==> src/rtl/core/sdq_pkg.sv <==
// Package for the searchable deque: sizes, command and status codes, and the
// word types that travel on the ports and between the front and back parts.
// Depends on nothing.
package sdq_pkg;

    localparam int DEPTH      = 16;
    localparam int VALUE_BITS = 32;
    localparam int IDX_BITS   = $clog2(DEPTH);
    localparam int LEN_BITS   = $clog2(DEPTH + 1);

    localparam int CMD_W      = 3;
    localparam int ITEM_W     = 32;
    localparam int INDEX_W    = 4;
    localparam int STATUS_W   = 2;
    localparam int LENGTH_W   = 5;

    localparam logic [CMD_W-1:0] CMD_PUSH_BACK  = 3'd0;
    localparam logic [CMD_W-1:0] CMD_PUSH_FRONT = 3'd1;
    localparam logic [CMD_W-1:0] CMD_POP_BACK   = 3'd2;
    localparam logic [CMD_W-1:0] CMD_POP_FRONT  = 3'd3;
    localparam logic [CMD_W-1:0] CMD_FIND       = 3'd4;
    localparam logic [CMD_W-1:0] CMD_DELETE     = 3'd5;

    localparam logic [STATUS_W-1:0] ST_OK        = 2'd0;
    localparam logic [STATUS_W-1:0] ST_EMPTY     = 2'd1;
    localparam logic [STATUS_W-1:0] ST_FULL      = 2'd2;
    localparam logic [STATUS_W-1:0] ST_NOT_FOUND = 2'd3;

    typedef struct packed {
        logic [CMD_W-1:0]  command;
        logic [ITEM_W-1:0] item_value;
    } in_word_t;

    typedef struct packed {
        logic [ITEM_W-1:0]   out_value;
        logic [INDEX_W-1:0]  found_index;
        logic [STATUS_W-1:0] status;
        logic [LENGTH_W-1:0] new_length;
    } out_word_t;

    typedef struct packed {
        logic                  add;
        logic                  take;
        logic                  at_front;
        logic                  search;
        logic                  remove_match;
        logic [VALUE_BITS-1:0] value;
    } op_t;

endpackage

==> src/rtl/core/sdq_front.sv <==
// Front part of the searchable deque: accepts input words, decodes the
// command into an operation and holds it in a two-slot queue for the back.
// Depends on sdq_pkg.
module sdq_front (
    input  logic              clk,
    input  logic              rst_n,
    input  logic              push,
    output logic              full,
    input  sdq_pkg::in_word_t item,
    output logic              op_valid,
    input  logic              op_take,
    output sdq_pkg::op_t      op
);

    sdq_pkg::op_t slot_reg [2];
    logic         wr_ptr_reg;
    logic         wr_ptr_next;
    logic         rd_ptr_reg;
    logic         rd_ptr_next;
    logic [1:0]   cnt_reg;
    logic [1:0]   cnt_next;
    logic         wr_en;
    logic         rd_en;
    sdq_pkg::op_t decoded;

    always_comb
    begin
        decoded       = '0;
        decoded.value = item.item_value[sdq_pkg::VALUE_BITS-1:0];
        unique case (item.command)
            sdq_pkg::CMD_PUSH_BACK:
            begin
                decoded.add = 1'b1;
            end
            sdq_pkg::CMD_PUSH_FRONT:
            begin
                decoded.add      = 1'b1;
                decoded.at_front = 1'b1;
            end
            sdq_pkg::CMD_POP_BACK:
            begin
                decoded.take = 1'b1;
            end
            sdq_pkg::CMD_POP_FRONT:
            begin
                decoded.take     = 1'b1;
                decoded.at_front = 1'b1;
            end
            sdq_pkg::CMD_FIND:
            begin
                decoded.search = 1'b1;
            end
            sdq_pkg::CMD_DELETE:
            begin
                decoded.search       = 1'b1;
                decoded.remove_match = 1'b1;
            end
            default:
            begin
                decoded.add = 1'b0;
            end
        endcase
    end

    assign full     = (cnt_reg == 2'd2);
    assign op_valid = (cnt_reg != 2'd0);
    assign op       = slot_reg[rd_ptr_reg];
    assign wr_en    = push && !full;
    assign rd_en    = op_take && op_valid;

    always_comb
    begin
        wr_ptr_next = wr_ptr_reg ^ wr_en;
        rd_ptr_next = rd_ptr_reg ^ rd_en;
        cnt_next    = cnt_reg + {1'b0, wr_en} - {1'b0, rd_en};
    end

    always_ff @(posedge clk or negedge rst_n)
    begin
        if (!rst_n)
        begin
            wr_ptr_reg <= 1'b0;
            rd_ptr_reg <= 1'b0;
            cnt_reg    <= 2'd0;
        end
        else
        begin
            wr_ptr_reg <= wr_ptr_next;
            rd_ptr_reg <= rd_ptr_next;
            cnt_reg    <= cnt_next;
        end
    end

    always_ff @(posedge clk)
    begin
        if (wr_en)
        begin
            slot_reg[wr_ptr_reg] <= decoded;
        end
    end

endmodule

==> src/rtl/core/sdq_back.sv <==
// Back part of the searchable deque: the row of entry cells with parallel
// compare and shift, the fill count, and a two-slot result queue.
// Depends on sdq_pkg.
module sdq_back (
    input  logic               clk,
    input  logic               rst_n,
    input  logic               op_valid,
    output logic               op_take,
    input  sdq_pkg::op_t       op,
    output logic               empty,
    input  logic               pop,
    output sdq_pkg::out_word_t result
);

    logic [sdq_pkg::VALUE_BITS-1:0] entries_reg  [sdq_pkg::DEPTH];
    logic [sdq_pkg::VALUE_BITS-1:0] entries_next [sdq_pkg::DEPTH];
    logic [sdq_pkg::LEN_BITS-1:0]   count_reg;
    logic [sdq_pkg::LEN_BITS-1:0]   count_next;

    sdq_pkg::out_word_t res_reg [2];
    logic               res_wr_ptr_reg;
    logic               res_rd_ptr_reg;
    logic [1:0]         res_cnt_reg;
    logic [1:0]         res_cnt_next;
    logic               res_rd;

    logic [sdq_pkg::DEPTH-1:0]    match;
    logic                         hit;
    logic [sdq_pkg::IDX_BITS-1:0] first_idx;
    logic [sdq_pkg::LEN_BITS-1:0] tail_len;
    logic [sdq_pkg::IDX_BITS-1:0] tail_idx;
    logic                         is_full;
    logic                         is_empty;
    logic                         add_ok;
    logic                         take_ok;
    logic                         rm_en;
    logic [sdq_pkg::IDX_BITS-1:0] rm_pos;
    sdq_pkg::out_word_t           res_word;

    assign op_take  = op_valid && (res_cnt_reg != 2'd2);
    assign is_full  = (count_reg == sdq_pkg::LEN_BITS'(sdq_pkg::DEPTH));
    assign is_empty = (count_reg == '0);
    assign tail_len = count_reg - sdq_pkg::LEN_BITS'(1);
    assign tail_idx = tail_len[sdq_pkg::IDX_BITS-1:0];
    assign add_ok   = op.add && !is_full;
    assign take_ok  = op.take && !is_empty;

    always_comb
    begin
        for (int i = 0; i < sdq_pkg::DEPTH; i++)
        begin
            match[i] = (sdq_pkg::LEN_BITS'(i) < count_reg) && (entries_reg[i] == op.value);
        end
        hit       = |match;
        first_idx = '0;
        for (int i = sdq_pkg::DEPTH - 1; i >= 0; i--)
        begin
            if (match[i])
            begin
                first_idx = sdq_pkg::IDX_BITS'(i);
            end
        end
    end

    always_comb
    begin
        rm_en  = 1'b0;
        rm_pos = '0;
        if (take_ok && op.at_front)
        begin
            rm_en = 1'b1;
        end
        else if (op.remove_match && hit)
        begin
            rm_en  = 1'b1;
            rm_pos = first_idx;
        end
    end

    always_comb
    begin
        for (int i = 0; i < sdq_pkg::DEPTH; i++)
        begin
            entries_next[i] = entries_reg[i];
            if (add_ok && op.at_front)
            begin
                if (i == 0)
                begin
                    entries_next[i] = op.value;
                end
                else
                begin
                    entries_next[i] = entries_reg[i - 1];
                end
            end
            else if (add_ok && (count_reg[sdq_pkg::IDX_BITS-1:0] == sdq_pkg::IDX_BITS'(i)))
            begin
                entries_next[i] = op.value;
            end
            else if (rm_en && (sdq_pkg::IDX_BITS'(i) >= rm_pos) && (i < sdq_pkg::DEPTH - 1))
            begin
                entries_next[i] = entries_reg[i + 1];
            end
        end
    end

    always_comb
    begin
        count_next = count_reg;
        if (add_ok)
        begin
            count_next = count_reg + sdq_pkg::LEN_BITS'(1);
        end
        else if (take_ok || (op.remove_match && hit))
        begin
            count_next = tail_len;
        end
    end

    always_comb
    begin
        res_word        = '0;
        res_word.status = sdq_pkg::ST_OK;
        if (op.add && is_full)
        begin
            res_word.status = sdq_pkg::ST_FULL;
        end
        else if (op.take && is_empty)
        begin
            res_word.status = sdq_pkg::ST_EMPTY;
        end
        else if (op.search && !hit)
        begin
            res_word.status = sdq_pkg::ST_NOT_FOUND;
        end
        if (take_ok)
        begin
            if (op.at_front)
            begin
                res_word.out_value = sdq_pkg::ITEM_W'(entries_reg[0]);
            end
            else
            begin
                res_word.out_value = sdq_pkg::ITEM_W'(entries_reg[tail_idx]);
            end
        end
        if (op.search && hit)
        begin
            res_word.found_index = sdq_pkg::INDEX_W'(first_idx);
        end
        res_word.new_length = sdq_pkg::LENGTH_W'(count_next);
    end

    assign empty        = (res_cnt_reg == 2'd0);
    assign result       = res_reg[res_rd_ptr_reg];
    assign res_rd       = pop && !empty;
    assign res_cnt_next = res_cnt_reg + {1'b0, op_take} - {1'b0, res_rd};

    always_ff @(posedge clk or negedge rst_n)
    begin
        if (!rst_n)
        begin
            count_reg      <= '0;
            res_wr_ptr_reg <= 1'b0;
            res_rd_ptr_reg <= 1'b0;
            res_cnt_reg    <= 2'd0;
        end
        else
        begin
            if (op_take)
            begin
                count_reg <= count_next;
            end
            res_wr_ptr_reg <= res_wr_ptr_reg ^ op_take;
            res_rd_ptr_reg <= res_rd_ptr_reg ^ res_rd;
            res_cnt_reg    <= res_cnt_next;
        end
    end

    always_ff @(posedge clk)
    begin
        if (op_take)
        begin
            for (int i = 0; i < sdq_pkg::DEPTH; i++)
            begin
                entries_reg[i] <= entries_next[i];
            end
            res_reg[res_wr_ptr_reg] <= res_word;
        end
    end

`ifndef NO_ASSERTIONS
    a_count_bound: assert property (@(posedge clk) disable iff (!rst_n)
        count_reg <= sdq_pkg::LEN_BITS'(sdq_pkg::DEPTH))
        else $error("Fill count exceeds the list depth.");

    a_res_bound: assert property (@(posedge clk) disable iff (!rst_n)
        res_cnt_reg != 2'd3)
        else $error("Result queue holds more than two words.");

    a_res_grow: assert property (@(posedge clk) disable iff (!rst_n)
        (op_take && !res_rd) |=> (res_cnt_reg == $past(res_cnt_reg) + 2'd1))
        else $error("Executed command did not add a result word.");

    a_add_grow: assert property (@(posedge clk) disable iff (!rst_n)
        (op_take && add_ok) |=> (count_reg == $past(count_reg) + sdq_pkg::LEN_BITS'(1)))
        else $error("Accepted add did not grow the list.");
`endif

endmodule

==> src/rtl/core/searchable_deque.sv <==
// Top level of the searchable deque: joins the decoding front and the
// executing back through a two-slot operation queue.
// Depends on sdq_pkg, sdq_front and sdq_back.
//
// Usage: words enter as a queue. A word is taken at a rising edge where push
// is high and full is low; it carries a command and a value. Every command
// yields exactly one result word, which waits on the result port while empty
// is low and is taken at an edge where pop is high and empty is low. Results
// leave in command order.
// A taken command is registered in the front queue; from there the back
// executes it while the cell row shifts and compares all sixteen entries in
// parallel, and the result word is registered into the result queue.
// Throughput: one command per cycle while pop is held high. When the
// receiver stalls, the two-slot result queue fills, the back stops taking
// operations, the front queue fills and full rises; nothing is dropped.
// Reset clears the fill count and both queues; entry contents are left as
// they are and are never read before being written.
module searchable_deque (
    input  logic                clk,
    input  logic                rst_n,
    input  logic                push,
    output logic                full,
    input  sdq_pkg::in_word_t   item,
    output logic                empty,
    input  logic                pop,
    output sdq_pkg::out_word_t  result
);

    logic         op_valid;
    logic         op_take;
    sdq_pkg::op_t op;

    sdq_front u_front (
        .clk      (clk),
        .rst_n    (rst_n),
        .push     (push),
        .full     (full),
        .item     (item),
        .op_valid (op_valid),
        .op_take  (op_take),
        .op       (op)
    );

    sdq_back u_back (
        .clk      (clk),
        .rst_n    (rst_n),
        .op_valid (op_valid),
        .op_take  (op_take),
        .op       (op),
        .empty    (empty),
        .pop      (pop),
        .result   (result)
    );

endmodule
==> config.mk <==
export PLATFORM = sky130hd
export DESIGN_NAME = searchable_deque
export DESIGN_NICKNAME = d
export VERILOG_FILES = /design/src/rtl/core/sdq_pkg.sv /design/src/rtl/core/sdq_front.sv /design/src/rtl/core/sdq_back.sv /design/src/rtl/core/searchable_deque.sv
export SDC_FILE = /design/constraint.sdc
export NUM_CORES = 2
export LEC_CHECK = 0
export BUFFER_PORTS_ARGS = -buffer_cell sky130_fd_sc_hd__buf_2
export CORE_AREA = 5 5 382 384
export DETAILED_ROUTE_END_ITERATION = 7
export DIE_AREA = 0 0 387 389
export PLACE_DENSITY = 0.57
export SETUP_SLACK_MARGIN = 0.15
export SLEW_MARGIN = 20
export SYNTH_ARGS = -nofsm -noshare
export SYNTH_HDL_FRONTEND = slang
export SYNTH_HIERARCHICAL = 1
export SYNTH_SLANG_ARGS = --single-unit
==> constraint.sdc <==
create_clock -name clk -period 14.1 [get_ports clk]
set_clock_uncertainty 0.05 [all_clocks]
set_input_delay 0.705 -clock clk [delete_from_list [all_inputs] [get_ports clk]]
set_output_delay 0.705 -clock clk [all_outputs]
set_load 0.05 [all_outputs]
## Word level (Yosys, flattened, before mapping)

Memories as Yosys holds them, arrays and structs flattened.
Index checks and enable logic that the tools add are counted.

- Output and inout port bits: 45
- Flip-flop bits (word level): 13
- RAM bits: 672
- Memories kept: 3

- Equality and inequality tests: 39
- Order comparisons: 31
- Multiplexer cells: 84
- Reduce and logical (&&, ||, !) cells: 76
- Add/subtract/negate cells: 6
- Bitwise logic cells: 4

Memories:

| memory | depth | width | read ports | clocked after Yosys merged registers in | write ports | line | text |
|---|---|---|---|---|---|---|---|
| u_back.entries_reg | 16 | 32 | 17 | 0 | 16 | sdq_back.sv:15 | `logic [sdq_pkg::VALUE_BITS-1:0] entries_reg [sdq_pkg::DEPTH];` |
| u_back.res_reg | 2 | 43 | 1 | 0 | 1 | sdq_back.sv:20 | `sdq_pkg::out_word_t res_reg [2];` |
| u_front.slot_reg | 2 | 37 | 1 | 0 | 1 | sdq_front.sv:15 | `sdq_pkg::op_t slot_reg [2];` |

Operator list:

| cell | count |
|---|---|
| 32-bit two-way mux | 49 |
| 32-bit == test | 16 |
| 4-bit two-way mux | 19 |
| 1-bit logical AND | 60 |
| 4-bit by 5-bit less-than comparator with 1-bit output, first input constant | 8 |
| 4-bit == test, second input constant | 8 |
| 4-bit >= comparator, first input constant | 7 |
| 3-bit by 5-bit less-than comparator with 1-bit output, first input constant | 4 |
| 4-bit by 3-bit == test with 1-bit output, second input constant | 4 |
| 3-bit by 4-bit >= comparator with 1-bit output, first input constant | 4 |
| 16-bit OR reduction | 1 |
| 1-bit two-way mux | 11 |
| 1-bit by 5-bit less-than comparator with 1-bit output, first input constant | 2 |
| 2-bit by 5-bit less-than comparator with 1-bit output, first input constant | 2 |
| 5-bit two-way mux | 2 |
| 4-bit by 2-bit == test with 1-bit output, second input constant | 2 |
| 1-bit by 4-bit >= comparator with 1-bit output, first input constant | 2 |
| 2-bit by 4-bit >= comparator with 1-bit output, first input constant | 2 |
| 2-bit OR reduction | 4 |
| 3-bit by 2-bit == test with 1-bit output, second input constant | 2 |
| 3-bit == test, second input constant | 2 |
| 2-bit two-way mux | 3 |
| 5-bit by 1-bit adder with 5-bit output, second input constant | 1 |
| 5-bit == test, second input constant | 1 |
| 15 further kinds | 24 |

## Depth between registers and ports, before layout

An unclocked memory read counts as a cell.

- Word-level depth: 26
- Gate-level depth with buffers: 16
- Gate-level depth less buffers: 10

## Modules after synthesis

The synthesis kept the hierarchy.

Modules (own cells, without submodules):

| module | cells each | seq. area each (sq um) | times used | area an instance (sq um) |
|---|---|---|---|---|
| sdq_back | 3,878 | 18,182.4 | 1 | 42,149.2 |
| sdq_front | 140 | 2,322.2 | 1 | 3,002.9 |

## Worst setup path after synthesis

Ideal clock, no wire load.

- Kind: reg-to-reg
- Start: register, netlist name u_front/rd_ptr_reg
- End: memory u_back/entries_reg[14][0] in the netlist's numbering (enable)
- Stages on the path, launching flop included: 15
- Data required time: 13.580 ns
- Arrival time: 5.568 ns
- Path buffers: 4
- Path slack: 8.012 ns
- Setup time: 0.470 ns
- Cell sequence: dfrtp_1 -> buf_6 -> buf_6 -> mux2_4 -> buf_2 -> buf_6 -> xor2_1 -> nor4_1 -> nand2_1 -> or4_4 -> a21oi_1 -> o211ai_1 -> a211o_1 -> and3_1 -> a211oi_1

RTL lines:

| item | line |
|---|---|
| end, declared | sdq_back.sv:15 |

==> reports/qor.yml <==
dieArea_um2: 151000
area_delta_synth_final_pct: 9.90
cpMaxStageDelayCell: "a41oi_1"
async_flop_share_pct: 1.90
totalWireLength_um: 190000
yosys_warnings: 6
path_class: "register to register"
slew-limit-headroom_pct: 20.7
netlist-cell-type-count: 77
reg2reg_depth: 13
fin_crit_sh_pct: 44.0
synth-seq-cells: 685
holdCritStartpoint: "item[27]"
rows: 139
drtIter0Drc: 5251
multi_input_area_um2: 23200
synthCells: 4018
core-area_um2: 142000
regToRegSetupSlack_ns: 7.90
startpoint: "u_front/rd_ptr_reg$_DFF_PN0_"
cp.required_ns: 14.36
cts_buffers: 79
path_cells: "buf_4 -> mux2_2 -> buf_4 -> xnor2_1 -> nand2_1 -> or4bb_1 -> nor4_1 -> nor4_1 -> a41oi_1 -> nor2_1 -> o21ai_0 -> and2_2 -> buf_4"
synth_area_um2: 45200
r2r-end: "u_back/entries_reg[13][3]$_DFFE_PP_"
drv_slew: 0
clk_pin_slew_ns: 0.06
hold_violations: 0
cts_buffer_depth: 3
synth_area_leaders: "edfxtp_1 (45%), mux2i_1 (11%), mux4_2 (8.0%)"
rsz0062_at_grt: "no"
hold_path_depth: 1
gp_congestion: 1.03
antenna_left: 0
min_path_type: "primary input to register"
antenna_found_initial: 9
seq_area_frac_synth_pct: 45.4
critPathMaxFanout: 32
cts_resized: 0
endpoint_kind: "register"
cts_root_buf: "clkbuf_16"
cpMostUsedCell: "buf_4"
initial_core_util_pct: 31.7
first_pass_iters: 5
worst_hold_path.endpoint: "u_front/slot_reg[0][27]$_DFFE_PP_"
ys.flop_type: "edfxtp_1"
maxCapViolCount: 0
yosysTopAreaCellShare_pct: 44.7
cts_tree: "yes"
register_area_um2: 20500
ios: 84
drive_gt1_share_pct: 15.1
cts_num_sinks: 685
die_height_um: 389
cpPeakStageDelay_ns: 0.69
io_buffers: 83
dieWidth_um: 387
clk_latency_ns: 0.70
viasPerCell: 5.93
num_vias: 34800
nets: 3952
globalRouteOverflowTotal: 0
track_usage_pct: 24.2
start_kind: "register"
grt_pass1_wl_um: 263000
place_hpwl_um: 136000
worstPathArrival_ns: 6.46
routedWlPerCell_um: 32.3
grt_pass1_vias: 32300
fin_crit_ns: 6.20
largest_reg_flops: 512
setup_viol: 0
synth_area_leader_cell: "edfxtp_1"
syn-num-nets: 4070
htree_num_levels: 3
grt_max_degree: 227
drc: 0
fin_tns_setup_ns: 0
max_freq_mhz: 161
nFillCells: 14100
r2r-start: "u_front/rd_ptr_reg$_DFF_PN0_"
outcome: "finished, final reports clean"
syn_avg_cell_area_um2: 11.2
synth_edf_count: 672
worst_pin_slew_ns: 1.18
-- cells by family (layout without fill, tap and decap cells) --
kind of cell	Yosys count	after routing	synth area share, %
other	0	2	0
buffers and inverters	369	313	4.02
AOI/OAI and AO/OA	534	534	6.27
xor gates and xnor gates	525	525	10.2
and+or+nand+nor	1139	1139	12.2
DFF	685	685	45.4
adders and majority gates	13	13	0.360
muxes	753	753	21.6
-- layer usage --
metal / vias to the layer above / part of all wire [%] / GRT usage, %
met5: - / 0.012 / 0
met4: 4 / 5.5 / 11.4
met3: 306 / 10 / 5.11
met2: 2161 / 43 / 35.5
met1: 17700 / 42 / 34.1
li1: 14600 / - / -
-- placed cells by master (no fill, tap or decap), types with 36 or more instances in the layout --
cell       synthesis  final
edfxtp_1         672    672
nand2_1          602    601
mux2i_1          481    481
o21ai_0          461    461
xor2_1           395    394
nor4_1           177    177
mux4_2           160    160
xnor2_1          130    129
mux2_2            92     92
buf_2             49     83
nor2_1            82     82
clkbuf_16          0     79
nand4_1           77     77
buf_4             26     68
nand3_1           49     36
nor3_1            37     36
-- layout make-up --
| cell class | count | area share, % |
|---|---|---|
| tap | 1903 | 4.80 |
| multi-input combinational | 2964 | 46.7 |
| timing repair buffer | 153 | 1.93 |
| inverter | 17 | 0.129 |
| antenna | 2 | 0.0101 |
| sequential | 685 | 41.3 |
| clock inverter | 48 | 0.956 |
| clock buffer | 95 | 4.15 |
-- cells in the mapped netlist (all sizes together), types with 10 or more instances --
master and count:
xnor2 130, xor2 395, nand3 49, or3 10, o21ai 462, a21oi 25, edfxtp 672, nor2b 16
clkbuf 222, nor4 181, nand4 77, nor3 37, dfrtp 13, and2 11, buf 130, ha 13
nor4b 11, mux2 112, mux2i 481, mux4 160, inv 17, nand2 602, nor2 82
-- worst max-delay path, delay by kind of cell, from the launching register on --
family                    cells  cell delay, ns
xor gates and xnor gates      1            0.52
and+or+nand+nor               6            1.74
buffers and inverters         3            1.30
muxes                         1            0.40
AOI/OAI and AO/OA             2            0.96
DFF                           1            0.62
-- timing repair --
action / in CTS / in global routing
hold buffers: 1 / 0
setup buffers: 0 / 0
endpoints found under the hold margin: 13 / 0
-- through the flow --
| step | std cells | cell area [um2] | setup slack [ns] | hold slack, ns | util (%) |
|---|---|---|---|---|---|
| 2_1_floorplan | 4018 | 45200 | 8.01 | 0.359 | - |
| 3_3_place_gp | 5721 | 47100 | 8.21 | 0.433 | 33.1 |
| 3_5_place_dp | 5721 | 47100 | 8.14 | 0.441 | 33.1 |
| 4_1_cts | 5865 | 49600 | 8.11 | 0.116 | 34.8 |
| 5_1_grt | 5866 | 49600 | 7.87 | 0.148 | 34.8 |
| 6_report | 5867 | 49600 | 7.90 | 0.151 | 34.8 |
-- how the worst max path moves through the flow --
stage	slack, ns	endpoint
after floorplan	8.01	u_back/entries_reg[14][0]$_DFFE_PP_
after global placement	8.21	u_back/entries_reg[12][30]$_DFFE_PP_
after detailed placement	8.14	u_back/entries_reg[13][7]$_DFFE_PP_
after CTS	8.11	u_back/entries_reg[13][27]$_DFFE_PP_
after global routing	7.87	u_back/entries_reg[13][4]$_DFFE_PP_
final	7.90	u_back/entries_reg[13][3]$_DFFE_PP_
Power is not shown: default switching activity piles up to over one toggle a cycle in this logic, so the estimate is an artifact.
